$ cat src/rtl/rtbs_pkg.sv
package rtbs_pkg;

	// Store geometry
	localparam int MAX_ROWS     = 1024;
	localparam int MAX_FEATURES = 16;
	localparam int ROW_W        = $clog2(MAX_ROWS);
	localparam int FEAT_W       = $clog2(MAX_FEATURES);
	localparam int CELL_AW      = ROW_W + FEAT_W;

	// Field and datapath widths
	localparam int VAL_W   = 32;
	localparam int TGT_W   = 16;
	localparam int SCORE_W = 52;
	localparam int SUM_W   = 27;
	localparam int MAG_W   = SUM_W - 1;
	localparam int CNT_W   = 11;
	localparam int POS_W   = 12;
	localparam int NF_W    = 5;
	localparam int CFG_W   = 11;

	// Configuration register indexes
	localparam logic REG_NUM_FEATURES = 1'b0;
	localparam logic REG_NUM_ROWS     = 1'b1;

	typedef logic [SCORE_W-1:0] score_t;
	typedef logic signed [SUM_W-1:0] sum_t;
	typedef logic [CNT_W-1:0] cnt_t;

endpackage

$ cat src/rtl/rtbs_div.sv
module rtbs_div (
	input  logic                    clk,
	input  logic                    arst_n,
	input  logic                    start,
	input  rtbs_pkg::score_t        num,
	input  rtbs_pkg::cnt_t          den,
	output logic                    done,
	output rtbs_pkg::score_t        quo
);

	localparam int STEP_W = $clog2(rtbs_pkg::SCORE_W);

	logic                        busy_q;
	logic [STEP_W-1:0]           step_q;
	rtbs_pkg::score_t            num_q;
	rtbs_pkg::cnt_t              den_q;
	rtbs_pkg::cnt_t              rem_q;
	logic [rtbs_pkg::CNT_W:0]    trial;
	logic                        fits;

	// Restoring division, one quotient bit per cycle.
	assign trial = {rem_q, num_q[rtbs_pkg::SCORE_W-1]};
	assign fits  = trial >= {1'b0, den_q};
	assign quo   = num_q;

	always_ff @(posedge clk or negedge arst_n) begin
		if (!arst_n) begin
			busy_q <= 1'b0;
			done   <= 1'b0;
			step_q <= '0;
			num_q  <= '0;
			den_q  <= '0;
			rem_q  <= '0;
		end else begin
			done <= 1'b0;
			if (start) begin
				busy_q <= 1'b1;
				step_q <= '0;
				num_q  <= num;
				den_q  <= den;
				rem_q  <= '0;
			end else if (busy_q) begin
				rem_q  <= fits ? rtbs_pkg::CNT_W'(trial - {1'b0, den_q})
				               : rtbs_pkg::CNT_W'(trial);
				num_q  <= {num_q[rtbs_pkg::SCORE_W-2:0], fits};
				step_q <= step_q + 1'b1;
				if (step_q == STEP_W'(rtbs_pkg::SCORE_W - 1)) begin
					busy_q <= 1'b0;
					done   <= 1'b1;
				end
			end
		end
	end

endmodule

$ cat config.mk
export PLATFORM = sky130hd
export DESIGN_NAME = rtbs_div
export DESIGN_NICKNAME = d
export VERILOG_FILES = /design/src/rtl/rtbs_pkg.sv /design/src/rtl/rtbs_div.sv
export SDC_FILE = /design/constraint.sdc
export NUM_CORES = 1
export LEC_CHECK = 0
export ABC_CLOCK_PERIOD_IN_PS = 4700
export CAP_MARGIN = 40
export CELL_PAD_IN_SITES_DETAIL_PLACEMENT = 0
export CELL_PAD_IN_SITES_GLOBAL_PLACEMENT = 1
export CORE_MARGIN = 2
export CORE_UTILIZATION = 23
export CTS_CLUSTER_DIAMETER = 60
export DETAILED_ROUTE_END_ITERATION = 10
export DONT_BUFFER_PORTS = 1
export PLACE_DENSITY_LB_ADDON = 0.1
export SYNTH_ARGS = -nofsm -noshare
export SYNTH_HDL_FRONTEND = slang
export SYNTH_SLANG_ARGS = --single-unit
$ cat constraint.sdc
create_clock -name clk -period 4.7 [get_ports clk]
set_input_delay 1.41 -clock clk [delete_from_list [all_inputs] [get_ports clk]]
set_output_delay 1.41 -clock clk [all_outputs]
set_load 0.05 [all_outputs]
==> results by stage, run 1 <==
Cells and area:
- The top cell types in the final layout, fill and taps aside, are 81 x sky130_fd_sc_hd__dfrtp_1, 72 x sky130_fd_sc_hd__o21ai_0, 69 x sky130_fd_sc_hd__nand2_1, 52 x sky130_fd_sc_hd__mux2i_1, 18 x sky130_fd_sc_hd__nor2_1.
- The most common cell after layout, fill and taps aside is sky130_fd_sc_hd__dfrtp_1.
- The multi-input combinational cells in the finished layout cover a total of 0.00209 mm².
- The footprint of the flip-flops and latches is 0.00206 mm².
- The fill cell total of the finished layout is 1978.
- From synthesis to final layout, the design area changed by 10.9%.
- For this run, the post-layout net count is 508.
- The number of antenna diodes in the final layout is 0.
- The ratio of cells with drive above 1 in the final layout is 5.53%.

Floorplan:
- The area of the placeable core is 0.0186 mm².
- The die boundary width is 141 µm.
- Pin placement for this block handled 119 I/O pins.
- The overall die height is 141 µm.
- The initial standard-cell utilization of the core is 23.3%.
- The floorplan step defined a die boundary enclosing 0.0199 mm².
- The row count is 50.

Timing:
- The worst slew margin relative to its limit is 53.2%.
- The transition time at the pin with the least slew margin is 0.702 ns.
- The final period demand of the worst path is 2.83 ns.
- Setup repair after global routing left no endpoint under its margin.
- The final-report max-slew violation count is 0.
- Timing would allow up to 0.353 GHz.
- The setup violation total in the final timing report is 0.
- The total negative slack is 0 ns.
- The number of endpoints with negative hold slack in the final report is 0.
- The worst clock skew is 0.0102 ns.
- The share of the cycle needed by the critical path after routing is 60.2%.

Pwr:
- Net switching is 36.7% of the power.
- Per report_power, the clock group accounts for 32.1% of the total.
- In this run, the combinational gates consume 22.5% of the power.
- VDD sags by at most 186 µV.
- The leakage power total is 2.36 nW.
- The analysis attributes to net switching a power of 0.832 mW.
- The total power is 2.27 mW.
- The sequential cell fraction of total power is 45.4%.
- The internal portion of the total power is 1.43 mW.
- In this run the power density over the cells is 472 mW/mm².

Job:
- Across the run, the number of max-cap violations was 0.

Clock network:
- At the later pin of the worst-skew pair, clock insertion delay measures 0.35 ns.
- The tree is rooted in a sky130_fd_sc_hd__clkbuf_16.
- The hold buffer count at CTS is 0.
- TritonCTS built the clock tree.
- The number of buffers added by the clock tree synthesis step is 9.
- The register clock-pin slew on the reported worst setup and hold paths is 0.07 ns.
- In this run, post-CTS repair resized a total of 0 instances.
- The clock net in this run drives a total of 82 sinks.
- In this run the post-CTS setup repair buffer count came out at 0.
- Counting along the longest clock path gives a buffer depth of 2.
- In this run the number of H-tree levels came out at 3.

Detailed routing:
- Dividing the detail-routed wire length by the instance count gives 17.7 µm.
- Once detail routing completed, the nets flagged for antenna violations numbered 0.
- The first detailed-routing pass took 4 iterations.
- After detailed routing, the total wire length is 11800 µm.
- The via count is 3121.
- The mean number of vias per cell is 4.67.
- The number of DRC markers in iteration 0 is 138.
- The residual DRC count is 0.

Synth:
- Counting distinct cell types in the post-synthesis netlist gives 55.
- The total of warnings raised by yosys is 0.
- The count of state elements after synthesis is 82.
- In the synthesized netlist the dominant register cell turns out to be sky130_fd_sc_hd__dfrtp_1.
- The share of synthesized area occupied by flip-flops and latches is 47.4%.
- A synthesized cell averages 9.71 µm².
- The cell area after technology mapping is 0.00433 mm².
- The count of flip-flops with a built-in enable after synthesis is 0.
- The share of async-settable or async-resettable flops after synthesis is 100%.
- When the netlist entered floorplanning its net count stood at 525.
- After technology mapping, the gate count stands at 446.

Setup path:
- The worst-path maximum fanout is 7.
- The setup slack of the worst register-to-register path is 1.87 ns.
- The kind of capture point of the worst setup path is a flop.
- The critical path endpoint is rem_q[4]$_DFFE_PN0P_.
- The worst register-to-register path ends at rem_q[4]$_DFFE_PN0P_.
- The startpoint of the worst-slack reg-to-reg timing path is quo[51]$_DFFE_PN0P_.
- STA classifies the critical path startpoint as a flop.
- The startpoint of the worst setup timing path is quo[51]$_DFFE_PN0P_.
- The worst register-to-register path has a depth of 9.
- The arrival time of data at the critical path endpoint is 3.07 ns.
- The class of the most critical setup path is flop to flop.
- The worst endpoint required time is 4.94 ns.

GRT:
- For this run, the total global-route usage over all layers was measured as 12.4%.
- Summed over all layers, the global routing overflow is 0.
- The initial antenna violation count is 0.
- The via count of the first global-routing pass came to 3256.
- Entering global routing, the biggest net connects 149 pins.
- The first global-routing pass estimated 19100 µm of wire.

Run status:
- The flow ran to the end, and the final reports show no timing, DRC or antenna violations.

Placement:
- The HPWL after detailed placement is 7980 µm.
- The congestion estimate from routability-driven global placement came to 0.717.
- During placement, the flow inserted port buffers numbering 0.

Hold path:
- The path type of the worst min-delay path is flop to flop.
==> through the flow <==
step | area, µm² | util, % | setup slack (ns) | hold WS (ns) | cells
after global routing | 4800 | 25.9 | 1.66 | 0.571 | 668
after global placement | 4510 | 24.3 | 1.95 | 0.524 | 652
after floorplan | 4330 | - | 2.23 | 0.485 | 446
after detailed placement | 4510 | 24.3 | 1.89 | 0.523 | 652
final | 4800 | 25.9 | 1.87 | 0.530 | 668
after CTS | 4800 | 25.9 | 1.87 | 0.536 | 668
==> worst max-delay path: stages (launching register included) <==
cell and delay, ns:
sky130_fd_sc_hd__dfrtp_1 0.71, sky130_fd_sc_hd__inv_1 0.11, sky130_fd_sc_hd__ha_1 0.23, sky130_fd_sc_hd__inv_1 0.07, sky130_fd_sc_hd__fa_1 0.23, sky130_fd_sc_hd__a211oi_1 0.12, sky130_fd_sc_hd__o211a_1 0.29, sky130_fd_sc_hd__nor3_2 0.49
sky130_fd_sc_hd__o21ai_0 0.19, sky130_fd_sc_hd__a311oi_1 0.29
==> registers in the layout (all words and copies together) (netlist names) <==
register,count
quo,52
step_q,6
busy_q,1
done,1
den_q,11
rem_q,11
==> layer usage <==
layer  part of all wire, %  vias up  track usage (%)
met4                   1.2        0             3.95
li1                      -     1536                -
met5                     0        -                0
met2                    46       81             18.9
met1                    46     1493             16.2
met3                   6.8       11             4.59
==> Yosys cell counts (4+ instances only) <==
library cell	count	area (µm²)
sky130_fd_sc_hd__o21ai_0	72	360
sky130_fd_sc_hd__nand4_1	4	25.0
sky130_fd_sc_hd__ha_1	12	150
sky130_fd_sc_hd__xor2_1	4	35.0
sky130_fd_sc_hd__inv_1	15	56.3
sky130_fd_sc_hd__nand2_1	69	259
sky130_fd_sc_hd__a21o_1	4	30.0
sky130_fd_sc_hd__buf_2	7	35.0
sky130_fd_sc_hd__nor2_1	18	67.6
sky130_fd_sc_hd__buf_1	4	15.0
sky130_fd_sc_hd__xnor2_1	5	43.8
sky130_fd_sc_hd__dfrtp_1	82	2050
sky130_fd_sc_hd__nor3b_1	5	37.5
sky130_fd_sc_hd__a21oi_1	8	40.0
sky130_fd_sc_hd__mux2i_1	52	521
sky130_fd_sc_hd__nor2b_1	6	37.5
sky130_fd_sc_hd__nand3_1	5	25.0
sky130_fd_sc_hd__clkbuf_1	16	60.1
==> power groups by stage <==
stage	clock (mW)	sequential, mW	combinational [mW]
detailed placement	0	1.04	0.512
global route	0.793	1.04	0.581
global placement	0	1.04	0.515
CTS	0.760	1.03	0.516
finish	0.727	1.03	0.511
floorplan	0	1.01	0.428
==> cells by family (layout without fill, tap and decap cells) <==
logic type | Yosys count | after routing | synth area share, %
xor+xnor | 9 | 9 | 1.82
flops | 82 | 82 | 47.4
simple gates | 128 | 128 | 14.1
mux | 53 | 53 | 12.3
compound gates | 116 | 116 | 16.2
buf+inv | 45 | 33 | 4.36
fa+ha+maj | 13 | 13 | 3.93
==> area by class of cell <==
type | instances | share of cell area [%]
Clock buffer | 12 | 5.13
Clock inverter | 4 | 1.07
Inverter | 16 | 1.25
Multi-Input combinational cell | 319 | 43.5
Sequential cell | 82 | 42.8
Tap cell | 234 | 6.09
Timing Repair Buffer | 1 | 0.156
==> how the worst min path moves through the flow <==
stage,slack (ns),startpoint,cells after the start,endpoint
2_1_floorplan,0.48,den_q[0]$_DFFE_PN0P_,1,den_q[0]$_DFFE_PN0P_
3_3_place_gp,0.52,den_q[5]$_DFFE_PN0P_,2,den_q[5]$_DFFE_PN0P_
3_5_place_dp,0.52,den_q[5]$_DFFE_PN0P_,2,den_q[5]$_DFFE_PN0P_
4_1_cts,0.54,den_q[5]$_DFFE_PN0P_,2,den_q[5]$_DFFE_PN0P_
5_1_grt,0.57,den_q[9]$_DFFE_PN0P_,2,den_q[9]$_DFFE_PN0P_
6_report,0.53,den_q[4]$_DFFE_PN0P_,2,den_q[4]$_DFFE_PN0P_
No activity file was read; power rests on OpenSTA's default activity.
==> inputs of run 2 (changes only) <==
--- a/config.mk
+++ b/config.mk
@@ -5,7 +5,7 @@
 export SDC_FILE = /design/constraint.sdc
 export NUM_CORES = 1
 export LEC_CHECK = 0
-export ABC_CLOCK_PERIOD_IN_PS = 4700
+export ABC_CLOCK_PERIOD_IN_PS = 2860
 export CAP_MARGIN = 40
 export CELL_PAD_IN_SITES_DETAIL_PLACEMENT = 0
 export CELL_PAD_IN_SITES_GLOBAL_PLACEMENT = 1
==> constraint.sdc (replaced) <==
create_clock -name clk -period 2.86 [get_ports clk]
set_input_delay 0.858 -clock clk [delete_from_list [all_inputs] [get_ports clk]]
set_output_delay 0.858 -clock clk [all_outputs]
set_load 0.05 [all_outputs]
==> run 2 against run 1 <==
- flip-flop and latch count unchanged
- total power up 65%
- maximum frequency grew 20%
- cell area is 0.57% higher
- die area unchanged
- largest power group unchanged
==> results by stage, run 2 (synthesis results as in run 1) <==
Run status:
- Status: complete, no violations (unchanged).

Setup path:
- The startpoint type of the worst setup path is a flop (unchanged).
- Cells traversed along the worst timing path: inv_1, ha_1, inv_1, fa_1, a211oi_1, o211a_1, or3_4, nand3_1, a311oi_1 (was inv_1, ha_1, inv_1, fa_1, a211oi_1, o211a_1, nor3_2, o21ai_0, a311oi_1).
- The worst-path maximum fanout is 12 (was 7).
- The setup slack of the worst register-to-register path is 0.51 ns (was 1.87 ns).
- The worst endpoint required time is 3.10 ns (was 4.94 ns).
- The kind of capture point of the worst setup path is a flop (unchanged).
- The most frequent cell on the critical path is sky130_fd_sc_hd__inv_1 (unchanged).
- The largest stage delay on the critical path was 0.42 ns (was 0.71 ns).
- The number of buffers and inverters on the critical path is 2 (unchanged).
- The highest-delay cell along the critical path was sky130_fd_sc_hd__fa_1 (was sky130_fd_sc_hd__dfrtp_1).
- The startpoint of the worst-slack reg-to-reg timing path was quo[51]$_DFFE_PN0P_ (unchanged).
- The critical path endpoint is rem_q[3]$_DFFE_PN0P_ (was rem_q[4]$_DFFE_PN0P_).
- The capture instance of the worst register-to-register path is rem_q[3]$_DFFE_PN0P_ (was rem_q[4]$_DFFE_PN0P_).
- The gate family responsible for the most delay along the worst path is compound AO/OA/AOI/OAI gates (unchanged).
- The logic depth of the worst path, buffers included is 9 (unchanged).
- The number of cells on the worst reg-to-reg path is 9 (unchanged).
- The arrival time of data at the critical path endpoint is 2.60 ns (was 3.07 ns).
- The class of the most critical setup path is flop to flop (unchanged).
- The startpoint of the worst setup timing path was quo[51]$_DFFE_PN0P_ (unchanged).

GRT:
- The via count of the first global-routing pass is 3283 (was 3256).
- The pin count of the biggest net entering global routing was 149 (unchanged).
- The total overflow reported by the global router is 0 (unchanged).
- The first-pass GRT wire length is 19200 µm (was 19100 µm).
- The initial antenna violation count came to 0 (unchanged).
- The overall track demand over capacity in global routing came to 12.4% (about the same).

Detailed routing:
- The wire length after detailed routing is 11900 µm (was 11800 µm).
- The residual DRC count came to 0 (unchanged).
- The via count is 3176 (was 3121).
- The number of DRC markers in iteration 0 is 191 (was 138).
- The detailed-route wire length per cell is 17.8 µm (was 17.7 µm).
- The number of iterations in the first detailed-routing pass came to 4 (unchanged).
- The mean number of vias per cell is 4.74 (was 4.67).
- The post-route antenna net violation count was 0 (unchanged).

Placement:
- The last weighted congestion value of the routability-driven placer is 0.745 (was 0.717).
- The number of input and output port buffers inserted is 0 (unchanged).
- The post-placement setup slack is 0.481 ns (was 1.89 ns).
- The HPWL after detailed placement was 7970 µm (was 7980 µm).

Floorplan:
- The die area is 0.0199 mm² (unchanged).
- The die boundary width is 141 µm (unchanged).
- The I/O pin total is 119 (unchanged).
- The overall die height is 141 µm (unchanged).
- The initial standard-cell utilization of the core came to 23.3% (unchanged).
- The row count is 50 (unchanged).
- The area of the placeable core is 0.0186 mm² (unchanged).

Timing:
- Setup repair after global routing missed its margin: false (unchanged).
- The final worst setup slack is 0.505 ns (was 1.87 ns).
- The total negative slack is 0 ns (unchanged).
- The worst clock skew is 0.00653 ns (was 0.0102 ns).
- The final period demand of the worst path was 2.35 ns (was 2.83 ns).
- The worst slew margin relative to its limit came to 59.2% (was 53.2%).
- The upper clock frequency limit is 0.425 GHz (was 0.353 GHz).
- The number of endpoints with negative hold slack in the final report is 0 (unchanged).
- The share of the cycle needed by the critical path after routing is 82.3% (was 60.2%).
- The setup violation total in the final timing report is 0 (unchanged).
- The final-report max-slew violation count came to 0 (unchanged).
- The transition time at the pin with the least slew margin is 0.612 ns (was 0.702 ns).

Hold path:
- The path type of the worst min-delay path was input port to asynchronous set/reset pin (was flop to flop).

Cells and area:
- Highest-count cells in the layout ignoring fill and taps: 81 x sky130_fd_sc_hd__dfrtp_1, 72 x sky130_fd_sc_hd__o21ai_0, 69 x sky130_fd_sc_hd__nand2_1, 52 x sky130_fd_sc_hd__mux2i_1, 18 x sky130_fd_sc_hd__nor2_1 (unchanged).
- The number of flip-flops in the largest register is 52 (unchanged).
- The number of diodes added for antenna fixing was 0 (unchanged).
- The core utilization of the finished layout is 26.0% (was 25.9%).
- The most common cell after layout, fill and taps aside is sky130_fd_sc_hd__dfrtp_1 (unchanged).
- The layout net count came to 510 (was 508).
- The layout overhead on the synthesized area came to 11.6% (was 10.9%).
- The ratio of cells with drive above 1 in the final layout is 5.96% (was 5.53%).

Clock network:
- The hold buffer count at CTS is 0 (unchanged).
- The total clock sinks came to 82 (unchanged).
- The register clock-pin slew on the reported worst setup and hold paths is 0.07 ns (about the same).
- The count of H-tree levels built during CTS came to 3 (unchanged).
- The clock tree buffer depth is 2 (unchanged).
- The number of gates resized after cts is 0 (unchanged).
- The clock latency at the later pin of the worst-skew pair is 0.34 ns (was 0.35 ns).
- The number of setup buffers added after CTS is 0 (unchanged).
- The number of buffers added by the clock tree synthesis step is 9 (unchanged).
- The cell chosen for the clock root is sky130_fd_sc_hd__clkbuf_16 (unchanged).
- The CTS tree is built (unchanged).

Pwr:
- The total power is 3.74 mW (was 2.27 mW).
- The power density over cell area is 773 mW/mm² (was 472 mW/mm²).
- The leakage power total is 2.37 nW (was 2.36 nW).
- The maximum ir drop on the vdd rail is 279 µV (was 186 µV).

Job:
- The number of maximum-capacitance violations was 0 (unchanged).
## run 2: cell type report
type	count	area [µm²]
sequential	82	2060
multi-input combinational	319	2090
tap	234	293
clock inverter	4	51.3
inverter	16	60.1
timing repair buffer	3	35.0
fill	1997	13700
clock buffer	12	246
## run 2: stage by stage
step                      std cells  cell area (µm²)  hold WS, ns
after floorplan                 446             4330        0.485
after global placement          654             4530        0.520
after detailed placement        654             4530        0.522
after CTS                       670             4830        0.189
after global routing            670             4830        0.184
final                           670             4830        0.211
## run 2: report_power, final
part / switching [mW] / total [mW] / internal [mW]
logic: 0.490 / 0.855 / 0.365
registers: 0.397 / 1.69 / 1.29
clock network: 0.491 / 1.19 / 0.702
## run 2: how the worst min path moves through the flow
| stage | startpoint | to | slack, ns | cells past startpoint |
|---|---|---|---|---|
| after detailed placement | den_q[0]$_DFFE_PN0P_ | den_q[0]$_DFFE_PN0P_ | 0.52 | 1 |
| final | arst_n | quo[14]$_DFFE_PN0P_ | 0.21 | 0 |
| after global routing | arst_n | quo[10]$_DFFE_PN0P_ | 0.18 | 0 |
| after floorplan | den_q[0]$_DFFE_PN0P_ | den_q[0]$_DFFE_PN0P_ | 0.48 | 1 |
| after global placement | den_q[5]$_DFFE_PN0P_ | den_q[5]$_DFFE_PN0P_ | 0.52 | 2 |
| after CTS | arst_n | quo[10]$_DFFE_PN0P_ | 0.19 | 0 |
## run 2: per-layer routing
metal,up-vias,routed length (µm),track usage (%)
met3,10,830,4.35
met5,-,0,0
li1,1544,-,-
met1,1537,5640,16.7
met2,85,5300,18.8
met4,0,142,3.47
